===== src/rtl/sq_pkg.sv =====
// Shared types and constants for the step quantizer.
// No dependencies.
package sq_pkg;

    localparam int SAMPLE_WIDTH = 32;
    localparam int MODE_WIDTH   = 3;

    typedef enum logic [MODE_WIDTH-1:0] {
        MODE_HALF_AWAY = 3'd0,
        MODE_TRUNC     = 3'd1,
        MODE_FLOOR     = 3'd2,
        MODE_CEIL      = 3'd3,
        MODE_AWAY      = 3'd4
    } t_round_mode;

    // per-beat control that travels alongside the datapath
    typedef struct packed {
        logic valid;
        logic neg;   // sample is negative
        logic pass;  // step <= 0, sample goes through unchanged
    } t_ctl;

endpackage


===== src/rtl/sq_round_mul.sv =====
// Rounding of the quotient, split multiply by the step, sign and saturation.
// Depends on sq_pkg.
module sq_round_mul #(
    parameter int SAMPLE_WIDTH = sq_pkg::SAMPLE_WIDTH
) (
    input  logic                    i_clk,
    input  logic                    i_rst_n,
    input  logic                    i_en,
    input  sq_pkg::t_round_mode     i_mode,
    input  sq_pkg::t_ctl            i_ctl,
    input  logic [SAMPLE_WIDTH-1:0] i_quo,
    input  logic [SAMPLE_WIDTH-1:0] i_rem,
    input  logic [SAMPLE_WIDTH-1:0] i_div,
    input  logic [SAMPLE_WIDTH-1:0] i_smp,
    output logic                    o_valid,
    output logic [SAMPLE_WIDTH-1:0] o_result
);
    localparam int W  = SAMPLE_WIDTH;
    localparam int H  = W / 2;
    localparam int WH = W - H;
    localparam logic [2*W-1:0] LIM_POS = ((2*W)'(1) << (W-1)) - (2*W)'(1);
    localparam logic [2*W-1:0] LIM_NEG = (2*W)'(1) << (W-1);

    // round stage
    sq_pkg::t_ctl r_r_ctl;
    logic [W-1:0] r_km, r_r_div, r_r_smp;
    logic [W-1:0] n_km;
    logic         inc;
    logic         rem_nz;

    always_comb begin
        rem_nz = |i_rem;
        case (i_mode)
            sq_pkg::MODE_HALF_AWAY: inc = ({i_rem, 1'b0} >= {1'b0, i_div});
            sq_pkg::MODE_TRUNC:     inc = 1'b0;
            sq_pkg::MODE_FLOOR:     inc = i_ctl.neg & rem_nz;
            sq_pkg::MODE_CEIL:      inc = ~i_ctl.neg & rem_nz;
            sq_pkg::MODE_AWAY:      inc = rem_nz;
            default:                inc = 1'b0;
        endcase
        n_km = i_quo + W'(inc);
    end

    always_ff @(posedge i_clk) begin
        if (!i_rst_n) begin
            r_r_ctl <= '0;
        end else if (i_en) begin
            r_r_ctl <= i_ctl;
        end
    end

    always_ff @(posedge i_clk) begin
        if (i_en) begin
            r_km    <= n_km;
            r_r_div <= i_div;
            r_r_smp <= i_smp;
        end
    end

    // multiply stage: two partial products on the halves of k
    sq_pkg::t_ctl    r_m_ctl;
    logic [H+W-1:0]  r_pp_lo, n_pp_lo;
    logic [WH+W-1:0] r_pp_hi, n_pp_hi;
    logic [W-1:0]    r_m_smp;

    always_comb begin
        n_pp_lo = (H+W)'(r_km[H-1:0]) * (H+W)'(r_r_div);
        n_pp_hi = (WH+W)'(r_km[W-1:H]) * (WH+W)'(r_r_div);
    end

    always_ff @(posedge i_clk) begin
        if (!i_rst_n) begin
            r_m_ctl <= '0;
        end else if (i_en) begin
            r_m_ctl <= r_r_ctl;
        end
    end

    always_ff @(posedge i_clk) begin
        if (i_en) begin
            r_pp_lo <= n_pp_lo;
            r_pp_hi <= n_pp_hi;
            r_m_smp <= r_r_smp;
        end
    end

    // sum, sign and saturate into the output register
    logic           r_valid;
    logic [W-1:0]   r_result, n_result;
    logic [2*W-1:0] prod;
    logic [W-1:0]   neg_prod;

    always_comb begin
        prod     = ((2*W)'(r_pp_hi) << H) + (2*W)'(r_pp_lo);
        neg_prod = W'(0) - prod[W-1:0];
        if (r_m_ctl.pass) begin
            n_result = r_m_smp;
        end else if (r_m_ctl.neg) begin
            n_result = (prod > LIM_NEG) ? LIM_NEG[W-1:0] : neg_prod;
        end else begin
            n_result = (prod > LIM_POS) ? LIM_POS[W-1:0] : prod[W-1:0];
        end
    end

    always_ff @(posedge i_clk) begin
        if (!i_rst_n) begin
            r_valid <= 1'b0;
        end else if (i_en) begin
            r_valid <= r_m_ctl.valid;
        end
    end

    always_ff @(posedge i_clk) begin
        if (i_en) begin
            r_result <= n_result;
        end
    end

    assign o_valid  = r_valid;
    assign o_result = r_result;

    a_km_range: assert property (@(posedge i_clk) disable iff (!i_rst_n)
        (r_r_ctl.valid && !r_r_ctl.pass) |-> (r_km <= LIM_NEG[W-1:0]))
        else $error("rounded quotient out of range");

    a_pass_keeps_sample: assert property (@(posedge i_clk) disable iff (!i_rst_n)
        (i_en && r_m_ctl.valid && r_m_ctl.pass) |=> (r_result == $past(r_m_smp)))
        else $error("pass-through beat altered");

endmodule


===== config.mk =====
export PLATFORM = sky130hd
export DESIGN_NAME = sq_round_mul
export DESIGN_NICKNAME = d
export VERILOG_FILES = /design/src/rtl/sq_pkg.sv /design/src/rtl/sq_round_mul.sv
export SDC_FILE = /design/constraint.sdc
export NUM_CORES = 2
export LEC_CHECK = 0
export CAP_MARGIN = 20
export CORE_MARGIN = 10
export CORE_UTILIZATION = 35
export CTS_BUF_LIST = sky130_fd_sc_hd__clkbuf_2
export DETAILED_ROUTE_END_ITERATION = 8
export DONT_BUFFER_PORTS = 1
export MAX_ROUTING_LAYER = met4
export PLACE_DENSITY = 0.57
export SLEW_MARGIN = 30
export SYNTH_ARGS = -nofsm -noshare
export SYNTH_HDL_FRONTEND = slang
export SYNTH_SLANG_ARGS = --single-unit
export TNS_END_PERCENT = 50

===== constraint.sdc =====
create_clock -name i_clk -period 6.34 [get_ports i_clk]
set_clock_uncertainty 0.2 [all_clocks]
set_input_delay 0.317 -clock i_clk [delete_from_list [all_inputs] [get_ports i_clk]]
set_output_delay 0.317 -clock i_clk [all_outputs]
set_load 0.02 [all_outputs]

## Yosys cells after proc, flatten, opt, wreduce, memory -nomap -nowiden

Cells that the tools add are included.

- Flip-flop bits (word level): 263
- Latch bits: 0
- RAM bits: 0
- ROM bits: 0
- Input port bits: 137
- Output and inout port bits: 33
- Logic and storage cells: 35
- Memories: 0

- Add/sub/neg operators: 3
- Multiply operators: 2
- Div/mod/pow operators: 0
- Order comparisons: 3
- Equal/unequal tests: 3
- Shift-type cells: 0
- Mux-type cells: 5
- Bitwise gates (word level): 3
- Reduce and logical (&&, ||, !) cells: 2

Operators with widths:

| operator | count |
|---|---|
| 32-bit 2-to-1 mux | 4 |
| 16-bit by 32-bit multiplier with 48-bit output | 2 |
| 64-bit by 48-bit adder with 64-bit output | 1 |
| 64-bit by 31-bit > comparator with 1-bit output, second input constant | 1 |
| 64-bit by 32-bit > comparator with 1-bit output, second input constant | 1 |
| 33-bit by 32-bit >= comparator with 1-bit output | 1 |
| 32-bit by 1-bit adder with 32-bit output | 1 |
| 32-bit OR reduction | 1 |
| 1-bit by 32-bit subtractor with 32-bit output, first input constant | 1 |
| 3-bit by 2-bit == test with 1-bit output, second input constant | 2 |
| 1-bit one-hot mux with 4 select lines | 1 |
| 3-bit == test, second input constant | 1 |
| 3-bit logical NOT | 1 |
| 1-bit AND | 2 |
| 1-bit NOT | 1 |

## Logic depth before layout (Yosys ltp)

- Depth in word-level cells: 5
- Depth in mapped cells: 27
- Mapped depth without buffers: 26

## Least setup slack after synthesis

Ideal clock, no wire load.

- Path type: reg-to-reg
- From: register r_r_div[11]
- To: register r_pp_hi[45] (data pin)
- Setup time: 258 ps
- Arrival time: 6553 ps
- Data required time: 5882 ps
- Slack: -671 ps
- Cell stages (with the launch flop): 25
- Path buffers: 1
- Period minus slack after synthesis: 7011 ps
- Cell sequence: edfxtp_1 -> clkbuf_1 -> nand2_1 -> fa_1 -> fa_1 -> fa_1 -> inv_1 -> fa_1 -> fa_1 -> inv_1 -> fa_1 -> inv_1 -> ha_1 -> a21o_1 -> a21oi_1 -> a2bb2oi_1 -> o21a_1 -> o22a_1 -> o21ai_0 -> o41ai_1 -> o21ai_0 -> a21o_1 -> a311o_1 -> a21oi_1 -> xnor2_1

- Longest elaborated chain between the ends: 1

Ends and longest elaborated chain:

| element | RTL line | text |
|---|---|---|
| start, declared | sq_round_mul.sv:26 | `logic [W-1:0] r_km, r_r_div, r_r_smp;` |
| start signal, assigned | sq_round_mul.sv:55 | `r_r_div <= i_div;` |
| 16-bit by 32-bit multiplier with 48-bit output | sq_round_mul.sv:68 | `n_pp_hi = (WH+W)'(r_km[W-1:H]) * (WH+W)'(r_r_div);` |
| named net n_pp_hi[45] | sq_round_mul.sv:63 | `logic [WH+W-1:0] r_pp_hi, n_pp_hi;` |
| end signal, assigned | sq_round_mul.sv:82 | `r_pp_hi <= n_pp_hi;` |
| end, declared | sq_round_mul.sv:63 |  |

The timed path passes the listed nets, and every way through them passes these cells.
A chain may end at the register's enable or synchronous reset.

## Final worst setup path

- From: register r_r_div[6]
- To: register r_pp_lo[44] (data pin)

- Longest elaborated chain between the ends: 1

Ends and longest elaborated chain:

| element | RTL line | text |
|---|---|---|
| 16-bit by 32-bit multiplier with 48-bit output | sq_round_mul.sv:67 | `n_pp_lo = (H+W)'(r_km[H-1:0]) * (H+W)'(r_r_div);` |
| named net n_pp_lo[44] | sq_round_mul.sv:62 | `logic [H+W-1:0] r_pp_lo, n_pp_lo;` |
| end signal, assigned | sq_round_mul.sv:81 | `r_pp_lo <= n_pp_lo;` |
| end, declared | sq_round_mul.sv:62 |  |

The timed path passes the listed nets, and every way through them passes these cells.

==> summary.txt <==
outcome -> finished with violations
violated checks -> negative setup slack
fraction of post-synthesis cell area in the top cell type by area -> 36.6%
number of iterations in the first detailed-routing pass -> 7
Setup Viol. Count Final -> 45
most numerous cell in the Yosys netlist -> inv_1
classification of the worst-slack hold path -> in2reg
maximum clock rate -> 144 MHz
number of nets in the layout -> 6,753
share of the cycle needed by the critical path after routing -> 110%
measured slew at the worst slew-check pin -> 907 ps
WP data required -> 7120 ps
area added between synthesis and finish -> 23.5%
drt via density -> 4.93
H-tree level count -> 3
share of flip-flops with an asynchronous set or reset after synthesis -> 0%
DRC violation count after routing -> 0
overall routed net length -> 133 mm
horizontal extent of the die -> 382 um
clock latency on the worst-skew pair -> 1370 ps
vias in the first global route -> 38.6k
number of antenna violations at the first check in global routing -> 5
Register Area -> 7830 um^2
master cell of the clock root buffer -> clkbuf_2
crit-path max FO -> 8
Yosys Warn Count -> 0
r2r worst-path depth -> 26
die outline height -> 382 um
register area share after synthesis -> 17.1%
GRT Total Usage -> 18.7%
clock edge transition at the registers on the reported setup and hold paths -> 100 ps
ranking of synthesized cells by area -> fa_1, edfxtp_1, ha_1
starting DRC count in detailed routing -> 2,132
number of CTS-inserted buffers -> 69
leading cell types by count after synthesis -> inv_1, fa_1, nand2_1, and2_1, ha_1
first-pass GRT wire length -> 214 mm
Final Hold Vio Count -> 0
total of buffers placed on input and output ports -> 0
effective utilization at floorplan -> 35.3%
distinct cell type count after synthesis -> 88
number of antenna-violating nets in the routed design -> 0
setup slack, reg-to-reg -> -610 ps
combined area of the multi-input logic cells -> 34,900 um^2
clock net sink count -> 263
Syn Area/Cell -> 9.37 um^2
fillers -> 12.6k
class of the most critical setup path -> reg2reg
largest net degree at the start of global routing -> 264
final global-route overflow total -> 0
count of maximum capacitance violations -> 0
synthesized area -> 45,800 um^2
max-slew violation count -> 0
dominant cell type by area after synthesis -> fa_1
maximum buffer depth of the clock tree -> 3
number of nets produced by synthesis -> 6,166
TritonCTS clock tree -> done
post-synthesis register bit count -> 263
Max transition margin -> 37.9%
IO Pins -> 170
half-perimeter wire length of the detailed placement result -> 107 mm
Fin Hold WS -> 125 ps
Worst Setup EP -> r_pp_lo[44]
post-route worst setup slack -> -610 ps
row count -> 132
FF-to-FF Start -> r_r_div[6]
post-synthesis instance total -> 4,886
layout cell share with drive strength beyond 1 -> 17.1%
number of flops mapped to enable cells by yosys -> 256
Core ar. -> 130,000 um^2
kind of start point of the critical path -> flip-flop
Worst setup startpoint -> r_r_div[6]
Final Core Density -> 43.6%
setup repair after global routing missed its margin -> true
Reg2Reg Capture Point -> r_pp_lo[44]
overall die area -> 146,000 um^2
dominant synthesized flop cell -> edfxtp_1
signal arrival time at the worst endpoint -> 7730 ps
clock period minus final worst setup slack -> 6950 ps
routed vias -> 35.8k
Worst setup EP type -> flip-flop
average detailed-routed wire length per instance -> 18.2 um
routability-driven placement congestion ratio -> 0.898
==> cells in the final DEF (no fill, tap or decap), drive strengths merged, types with 54 or more instances in the layout <==
cell / synthesis / routed
nand2: 715 / 715
xnor2: 110 / 110
and2: 447 / 447
o21ai: 106 / 106
clkbuf: 215 / 96
a21o: 54 / 54
dlygate4sd3: 0 / 263
buf: 25 / 490
nor2: 112 / 112
a21oi: 131 / 131
fa: 837 / 837
inv: 981 / 984
ha: 306 / 306
edfxtp: 256 / 256
==> logic make-up after synthesis <==
logic type | count (synthesis) | synth area share (%)
buf+inv | 1221 | 10.2
mux | 22 | 0.494
compound gates | 516 | 7.42
xor+xnor | 137 | 2.62
flops | 263 | 17.1
simple gates | 1584 | 17.3
fa+ha+maj | 1143 | 44.9
==> how the worst min path moves through the flow <==
| stage | cells after the start | end | slack [ps] | startpoint |
|---|---|---|---|---|
| floorplan | 0 | r_m_smp[0] | 200 | r_r_smp[0] |
| global placement | 0 | r_m_smp[0] | 200 | r_r_smp[0] |
| detailed placement | 0 | r_m_smp[6] | 200 | r_r_smp[6] |
| CTS | 3 | r_km[19] | 4 | i_quo[19] |
| global route | 2 | r_r_smp[9] | 10 | i_smp[9] |
| finish | 2 | r_r_smp[11] | 130 | i_smp[11] |
==> metrics by stage <==
stage | cells | TNS, ps | area [um^2] | setup slack, ps
6_report | 7274 | -13020 | 56600 | -610
5_1_grt | 7271 | -27230 | 56600 | -910
4_1_cts | 7238 | -12920 | 55700 | -616
3_5_place_dp | 6826 | -18800 | 51300 | -727
3_3_place_gp | 6826 | -17290 | 51300 | -689
2_1_floorplan | 4886 | -1580 | 46300 | -324
==> critical path, cell delays in order (launching register included) <==
cell	delay, ps
edfxtp_1	390
buf_6	150
buf_6	130
buf_12	140
buf_12	140
and2_4	140
fa_1	510
fa_2	590
fa_1	450
fa_2	490
fa_1	490
inv_1	50
fa_1	520
inv_2	50
ha_4	260
nand2_2	50
or3_4	330
o32a_1	290
o21a_2	150
a21oi_4	220
a21oi_4	90
o21ai_2	170
a21oi_4	100
buf_4	150
o21ai_4	130
a21oi_2	70
xnor2_1	130
==> state kept, by name, indices dropped and copies added, names as in the netlist <==
signal / count
o_result: 32
o_valid: 1
r_km: 32
r_m_ctl: 3
r_m_smp: 32
r_pp_hi: 48
r_pp_lo: 48
r_r_ctl: 3
r_r_div: 32
r_r_smp: 32
==> area by class of cell <==
type / instances / share of cell area [%]
multi-input cells: 3402 / 61.6
flip-flops and latches: 263 / 13.8
repair buffers: 756 / 12.9
inverters: 981 / 6.51
well taps: 1742 / 3.85
clock buffers: 93 / 0.823
clock inverters: 28 / 0.429
diodes: 9 / 0.0398
==> timing repair <==
item                                   in CTS  in global routing
resized for setup                         193                156
pin swaps                                 121                138
endpoints found under the hold margin     359                 76
gates cloned                                1                  3
setup endpoints to repair                  57                 61
buffers inserted                           32                 26
hold buffers                              263                  1
==> routing by layer <==
metal	vias to the layer above	global-route usage, %	routed length (um)
li1	16400	-	-
met1	18200	24.9	60600
met2	1019	29.8	61600
met3	182	3.08	7530
met4	0	4.35	2950
met5	-	-	0
Power is left out: the tool's default activity adds up to more than one toggle a clock period on the data nets, which glitch-free logic cannot reach.
