===== src/rtl/sq_pkg.sv =====
// Shared types and constants for the step quantizer.
// No dependencies.
package sq_pkg;

    localparam int SAMPLE_WIDTH = 32;
    localparam int MODE_WIDTH   = 3;

    typedef enum logic [MODE_WIDTH-1:0] {
        MODE_HALF_AWAY = 3'd0,
        MODE_TRUNC     = 3'd1,
        MODE_FLOOR     = 3'd2,
        MODE_CEIL      = 3'd3,
        MODE_AWAY      = 3'd4
    } t_round_mode;

    // per-beat control that travels alongside the datapath
    typedef struct packed {
        logic valid;
        logic neg;   // sample is negative
        logic pass;  // step <= 0, sample goes through unchanged
    } t_ctl;

endpackage


===== src/rtl/sq_div_cell.sv =====
// One restoring-division cell: develops one quotient bit per beat.
// Depends on sq_pkg.
module sq_div_cell #(
    parameter int SAMPLE_WIDTH = sq_pkg::SAMPLE_WIDTH
) (
    input  logic                    i_clk,
    input  logic                    i_rst_n,
    input  logic                    i_en,
    input  sq_pkg::t_ctl            i_ctl,
    input  logic [SAMPLE_WIDTH-1:0] i_rem,
    input  logic [SAMPLE_WIDTH-1:0] i_aq,
    input  logic [SAMPLE_WIDTH-1:0] i_div,
    input  logic [SAMPLE_WIDTH-1:0] i_smp,
    output sq_pkg::t_ctl            o_ctl,
    output logic [SAMPLE_WIDTH-1:0] o_rem,
    output logic [SAMPLE_WIDTH-1:0] o_aq,
    output logic [SAMPLE_WIDTH-1:0] o_div,
    output logic [SAMPLE_WIDTH-1:0] o_smp
);
    localparam int W = SAMPLE_WIDTH;

    sq_pkg::t_ctl r_ctl;
    logic [W-1:0] r_rem, r_aq, r_div, r_smp;
    logic [W-1:0] n_rem, n_aq;
    logic [W-1:0] shifted;
    logic [W:0]   diff;
    logic         ge;

    always_comb begin
        shifted = {i_rem[W-2:0], i_aq[W-1]};
        diff    = {1'b0, shifted} - {1'b0, i_div};
        ge      = ~diff[W];
        n_rem   = ge ? diff[W-1:0] : shifted;
        n_aq    = {i_aq[W-2:0], ge};
    end

    always_ff @(posedge i_clk) begin
        if (!i_rst_n) begin
            r_ctl <= '0;
        end else if (i_en) begin
            r_ctl <= i_ctl;
        end
    end

    always_ff @(posedge i_clk) begin
        if (i_en) begin
            r_rem <= n_rem;
            r_aq  <= n_aq;
            r_div <= i_div;
            r_smp <= i_smp;
        end
    end

    assign o_ctl = r_ctl;
    assign o_rem = r_rem;
    assign o_aq  = r_aq;
    assign o_div = r_div;
    assign o_smp = r_smp;

endmodule


===== config.mk =====
export PLATFORM = sky130hd
export DESIGN_NAME = sq_div_cell
export DESIGN_NICKNAME = d
export VERILOG_FILES = /design/src/rtl/sq_pkg.sv /design/src/rtl/sq_div_cell.sv
export SDC_FILE = /design/constraint.sdc
export NUM_CORES = 1
export LEC_CHECK = 0
export BUFFER_PORTS_ARGS = -buffer_cell sky130_fd_sc_hd__buf_2
export CAP_MARGIN = 20
export CORE_ASPECT_RATIO = 0.6
export CORE_MARGIN = 5
export CORE_UTILIZATION = 50
export DETAILED_ROUTE_END_ITERATION = 8
export PLACE_DENSITY_LB_ADDON = 0.2
export SYNTH_ARGS = -nofsm -noshare
export SYNTH_HDL_FRONTEND = slang
export SYNTH_SLANG_ARGS = --single-unit

===== constraint.sdc =====
create_clock -name i_clk -period 7.3 [get_ports i_clk]
set_input_delay 1.46 -clock i_clk [delete_from_list [all_inputs] [get_ports i_clk]]
set_output_delay 1.46 -clock i_clk [all_outputs]
set_load 0.01 [all_outputs]

== Word-level counts from Yosys, hierarchy flattened ==
Index checks and enable logic that the tools add are counted.

* Logic and storage cells: 10
* Bits in registers: 131
* Bits of input ports: 134

* Multiplexer cells: 1
* Add/subtract/negate cells: 1
* Bitwise gates (word level): 1

{| class="wikitable"
|+ Operators with widths
! cell !! count
|-
| subtractor 32 x 32 -> 33 bit || 1
|-
| 2-to-1 mux 32 bit || 1
|-
| NOT 1 bit || 1
|}

== Logic depth before layout (Yosys ltp) ==
Gate-level depths: netlist (run 1).

* Depth in word-level cells: 2
* Mapped depth: 13
* Mapped depth without buffers: 12

== Worst setup path after synthesis (run 1) ==
No wires, ideal clock.

* Path kind: in2reg
* Start: in i_aq[31]
* End: reg r_rem[20], in the netlist o_rem[20], data pin
* Data required time: 7.038 ns
* Arrival time: 4.241 ns
* Buffers on the path: 1
* Setup slack: 2.797 ns
* Stages: 12
* Cells stage by stage: inv_1 > ha_1 > fa_1 > nand2b_1 > a21oi_2 > o2111ai_1 > and2_1 > o31a_1 > o21a_1 > o31ai_4 > buf_6 > mux2_1

* Longest elaborated chain between the ends: 2

{| class="wikitable"
|+ Ends and longest elaborated chain
! item !! line !! source
|-
| from (decl) || sq_div_cell.sv:11 || <nowiki>input logic [SAMPLE_WIDTH-1:0] i_aq,</nowiki>
|-
| subtractor 32 x 32 -> 33 bit || sq_div_cell.sv:31 || <nowiki>diff = {1'b0, shifted} - {1'b0, i_div};</nowiki>
|-
| 2-to-1 mux 32 bit || sq_div_cell.sv:33 || <nowiki>n_rem = ge ? diff[W-1:0] : shifted;</nowiki>
|-
| via n_rem[20] || sq_div_cell.sv:24 || <nowiki>logic [W-1:0] n_rem, n_aq;</nowiki>
|-
| to (signal assigned) || sq_div_cell.sv:47 || <nowiki>r_rem <= n_rem;</nowiki>
|-
| to (decl) || sq_div_cell.sv:23 || <nowiki>logic [W-1:0] r_rem, r_aq, r_div, r_smp;</nowiki>
|}

The timed path passes the listed nets, and every way through them passes these cells.
A chain may end at the register's enable or synchronous reset.

== Worst setup path in the final report (run 1) ==
* Start: in i_aq[31]
* End: reg r_rem[4], in the netlist o_rem[4], data pin

The elaborated chain is that of the path after synthesis.

==> results of run 1 <==
==> layout by cell type (no fill, tap or decap), types with 2 or more instances in the layout <==
cell and instances:
o31a_1 3, o21a_1 8, nand2_1 22, xnor2_1 20
mux2i_1 3, clkinv_4 2, dfxtp_1 3, a21boi_0 2
and3_1 2, mux2_2 6, clkbuf_16 17, and2_1 4
o21bai_1 2, nor2b_1 5, nand3_1 6, clkinvlp_4 4
a211oi_1 3, a21oi_1 48, a31oi_1 5, o21ai_0 12
inv_1 41, o2111ai_1 2, mux2_1 5, edfxtp_1 128
o211ai_1 3, o221ai_1 2, buf_2 262, a21o_1 14
buf_4 2, nor3_1 4, nand4_1 5, ha_1 32
nand2b_1 6, xor2_1 9, nor2_1 35, inv_6 6
==> sequential cells by signal, indices dropped and copies added, names as in the netlist <==
register,count
o_aq,32
o_ctl,3
o_div,32
o_rem,32
o_smp,32
==> cell type report <==
class,instances,area share [%]
inverters,41,1.89
clock inverters,14,1.73
repair buffers,266,16.7
clock buffers,18,5.26
well taps,165,2.53
flip-flops and latches,131,47.8
diodes,1,0.0307
multi-input cells,280,24.0
==> critical path: stages <==
cell and delay [ps]:
buf_2 90, inv_1 40, ha_1 220, fa_1 410
nand2b_1 200, a21oi_2 220, o2111ai_1 200, and2_1 220
o31a_1 370, o21a_1 300, o31ai_4 280, buf_4 360
mux2_2 380
==> stage by stage <==
step | hold slack [ps] | instance area [um^2] | utilization [%]
after floorplan | 538 | 6090 | -
after global placement | 497 | 7560 | 63.1
after detailed placement | 502 | 7560 | 63.1
after CTS | 518 | 8130 | 67.9
after global routing | 547 | 8160 | 68.1
final | 512 | 8160 | 68.1
==> worst max path at each step <==
stage              from         to  cells past startpoint
4_1_cts        i_aq[31]   o_rem[4]                     13
2_1_floorplan  i_aq[31]  o_rem[20]                     12
5_1_grt        i_aq[31]   o_rem[4]                     13
3_3_place_gp   i_aq[31]   o_rem[3]                     13
3_5_place_dp   i_aq[31]   o_rem[4]                     13
6_report       i_aq[31]   o_rem[4]                     13
==> power groups by stage <==
stage | registers (uW) | logic, uW | clock network, uW
6_report | 925 | 376 | 816
5_1_grt | 931 | 411 | 868
4_1_cts | 927 | 376 | 832
3_5_place_dp | 942 | 373 | 0
3_3_place_gp | 939 | 364 | 0
2_1_floorplan | 983 | 172 | 0
==> per-layer routing <==
layer / vias up / part of all wire, % / global-route usage, %
met5: - / 0.17 / 0
met4: 4 / 0.97 / 6.38
met3: 20 / 8.4 / 8.30
met2: 172 / 49 / 35.8
met1: 2239 / 42 / 25.7
li1: 2266 / - / -
==> logic make-up (layout without fill, tap and decap cells) <==
group,after synthesis,count (layout),share of synthesized area [%]
flip-flops,131,131,64.1
AO/OA/AOI/OAI,112,112,11.7
AND/OR/NAND/NOR,92,92,6.92
buffers and inverters,52,339,3.74
adder cells (fa/ha/maj),33,33,6.90
XOR/XNOR,29,29,4.17
multiplexers,14,14,2.53
other,0,1,0
==> results.cfg, run 1 <==
[outcome]
status = finished, final reports clean

[power]
combPwrFrac_pct = 17.8
p_seq_share_pct = 43.7
total_power_uw = 2120
power.density_mw_per_mm2 = 259
irDropWorstVdd_v = 0.000150
clkPwrFrac_pct = 38.5
netSwitchingFraction_pct = 26.9
p_int_uw = 1550
p_leak_uw = 0.00367
switching_power_uw = 569

[sta]
fmax_mhz = 217
slew_headroom_pct = 60.7
tightestPinTransition_ps = 589
fin_ws_ps = 2700
period_minus_slack_ps = 4600
fin_crit_sh_pct = 63.1
clock_skew_ps = 0
setup_tns_ps = 0
hold_viol_final = 0
final-setup-viol-count = 0
rsz0062_at_grt = no
drv_slew = 0

[clock_tree]
cts_buffer_depth = 2
ctsResizeCount = 0
cts_hold_repair.buffers = 0
cts_setup_buffers = 0
cts-root-buf = clkbuf_16
tritoncts = done
numClockSinks = 131
cts_made_buffers = 17
htree_levels = 4
clkTransAtPathRegs_ps = 60
clock_latency_ps = 400

[hold_path]
hold_start = o_ctl[1]
hold_depth = 2
worstHoldPathType = reg -> reg
hold_end = o_ctl[1]

[yosys]
synth_top_flop_cell = edfxtp_1
syn_nets = 630
yosysTopAreaCell = edfxtp_1
synth_area_mm2 = 0.00609
yosys-top-cells-count = edfxtp_1, a21oi_1, inv_1, nor2_1, ha_1
synth.most_common_cell = edfxtp_1
yosys.area.top_type_share_pct = 63.1
synth-seq-cells = 131
netlist_instances = 463
avgSynthCellArea_um2 = 13.2
ys_top_cells_by_area = edfxtp_1, ha_1, a21oi_1
ys_seq_area_share_pct = 64.1
synth.distinct_cells = 46
yosys_warnings = 0
async_reset_ff_share_pct = 0
synth_edf_count = 128

[global_routing]
grtUsageTotal_pct = 21.2
antenna_found_initial = 3
overflow = 0
grt_pass1_wl_um = 24000
grt_pass1_vias = 4709
grt_max_degree = 132

[floorplan]
die_area_mm2 = 0.0146
die_y_um = 95.5
num_rows = 31
pin_count = 265
start_util_pct = 50.8
die_w_um = 153
core_mm2 = 0.0120

[detailed_routing]
drc = 0
drt-initial-drc-count = 235
drt-total-wl_um = 16000
drt_pre_antenna_iters = 4
vias = 4701
vias_per_cell = 5.13
antenna_left = 0
wire_per_inst_um = 17.4

[layout]
fin_cells = 916
n_fill_cell = 935
synthToLayoutAreaGrowth_pct = 34.0
fin_nets = 904
multi_input_area_mm2 = 0.00196
regArea_mm2 = 0.00390
drive_gt1_share_pct = 40.8

[placed_design]
pre_cts_slack_ps = 2290
port-buffer-count = 263
hpwl_um = 12100
place_inst = 882
gp_congestion = 0.878

[setup_path]
required_ps = 7450
worstSetupStartpointType = primary input
r2r-start = o_ctl[0]
critPathMaxFanout = 30
critPathCaptureType = flop
arrival_ps = 4760
crit_type = in -> reg
r2r_slack_ps = 6620
r2r_end = o_ctl[0]
r2r_cells = 2

[flow_run]
maxCapViolCount = 0
No activity file was read; power rests on OpenSTA's default activity.
==> inputs of run 2 (changes only) <==
--- a/config.mk
+++ b/config.mk
@@ -9,7 +9,7 @@
 export CAP_MARGIN = 20
 export CORE_ASPECT_RATIO = 0.6
 export CORE_MARGIN = 5
-export CORE_UTILIZATION = 50
+export CORE_UTILIZATION = 43
 export DETAILED_ROUTE_END_ITERATION = 8
 export PLACE_DENSITY_LB_ADDON = 0.2
 export SYNTH_ARGS = -nofsm -noshare
==> constraint.sdc (replaced) <==
create_clock -name i_clk -period 3.9 [get_ports i_clk]
set_input_delay 0.78 -clock i_clk [delete_from_list [all_inputs] [get_ports i_clk]]
set_output_delay 0.78 -clock i_clk [all_outputs]
set_load 0.01 [all_outputs]
==> results.cfg, run 2 (same netlist as run 1, synthesis figures left out) <==
[setup_path]
startpoint = i_aq[31]
r2r_slack_ps = 3280
crit_chain = buf_2, inv_1, ha_1, fa_1, nand2b_1, a21oi_2, o2111ai_1, and2_1, o31a_1, o21a_1, o31ai_4, buf_4, mux2_1
arrival_ps = 3790
crit_type = in -> reg
critical_path_buf_inv_count = 3
required_ps = 4050
worstSetupStartpointType = primary input
critPathCaptureType = flop
critPathTopFamily = compound AO/OA/AOI/OAI gates
r2r-start = o_ctl[2]
slowest_delay_ps = 400
critPathMaxFanout = 9
cp_slowest_cell = fa_1

[clock_tree]
clkTransAtPathRegs_ps = 60
clock_latency_ps = 400
numClockSinks = 131
cts_hold_repair.buffers = 0
htree_levels = 4
cts_setup_buffers = 0
tritoncts = done
ctsResizeCount = 0
cts_made_buffers = 17
cts-root-buf = clkbuf_16
cts_buffer_depth = 2

[power]
p_seq_share_pct = 41.6
total_power_uw = 4170
netSwitchingFraction_pct = 25.7
clkPwrFrac_pct = 41.0
p_leak_uw = 0.00375
irDropWorstVdd_v = 0.000297
combPwrFrac_pct = 17.4
p_int_uw = 3100
switching_power_uw = 1070
power.density_mw_per_mm2 = 501

[detailed_routing]
vias_per_cell = 4.97
vias = 4718
drt-total-wl_um = 16700
drt-initial-drc-count = 383
antenna_left = 0
drt_pre_antenna_iters = 5
wire_per_inst_um = 17.6
drc = 0

[global_routing]
antenna_found_initial = 5
grtUsageTotal_pct = 19.5
grt_max_degree = 83
overflow = 0
grt_pass1_vias = 4826
grt_pass1_wl_um = 25300

[placed_design]
pre_cts_slack_ps = -160
hpwl_um = 13000
port-buffer-count = 263
gp_congestion = 0.872
place_inst = 919

[floorplan]
die_w_um = 164
num_rows = 33
die_y_um = 102
core_mm2 = 0.0137
start_util_pct = 44.3
die_area_mm2 = 0.0167
pin_count = 265

[sta]
fin_ws_ps = 257
fin_crit_sh_pct = 93.4
period_minus_slack_ps = 3640
clock_skew_ps = 0
final-setup-viol-count = 0
slew_headroom_pct = 47.7
rsz0062_at_grt = no
tightestPinTransition_ps = 784
whs_ps = 523
fmax_mhz = 274
drv_slew = 0
hold_viol_final = 0

[flow_run]
maxCapViolCount = 0

[hold_path]
hold_start = o_ctl[1]
worstHoldPathType = reg -> reg

[outcome]
status = finished, final reports clean

[layout]
drive_gt1_share_pct = 41.6
layout_common_cells = buf_2, edfxtp_1, a21oi_1
fin_cells = 950
fin_nets = 913
fin_util_pct = 60.5
layout_commonest_cell = buf_2
synthToLayoutAreaGrowth_pct = 36.6
diodes = 0
[run 2: metrics by stage]
step	TNS [ps]	area, um^2
global placement	-1060	7700
floorplan	0	6090
finish	0	8320
CTS	0	8320
detailed placement	-2350	7700
global route	0	8320
[run 2: final cells by class]
cell class | instances | area (um^2)
Multi-Input combinational cell | 280 | 1960
Sequential cell | 131 | 3900
Clock buffer | 17 | 425
Timing Repair Buffer | 275 | 1440
Inverter | 41 | 154
Tap cell | 192 | 240
Fill cell | 1149 | 5430
Clock inverter | 14 | 203
[run 2: worst register-to-register path, delay by kind of cell (launching register included)]
family / cells / cell delay (ps)
flip-flops: 1 / 310
multiplexers: 1 / 130
AND/OR/NAND/NOR: 1 / 70
[run 2: power by group through the flow]
stage               sequential (uW)  clock (uW)  combinational, uW
finish                         1730        1710                727
global route                   1740        1810                802
CTS                            1740        1750                734
detailed placement             1760           0                729
global placement               1760           0                712
floorplan                      1840           0                322
[run 2: path summary, 6_finish.rpt]
kind	endpoint	cells after the start
setup / recovery	o_rem[23]	13
setup reg to reg	o_ctl[2]	2
hold reg to reg	o_ctl[1]	2
hold / removal	o_ctl[1]	2
[run 2: layer usage]
metal | vias to the layer above | GRT usage (%) | share of wire (%)
met5 | - | 0 | 0.39
met4 | 10 | 4.90 | 0.44
met1 | 2241 | 25.0 | 43
met2 | 171 | 31.9 | 47
li1 | 2274 | - | -
met3 | 22 | 7.30 | 9.1
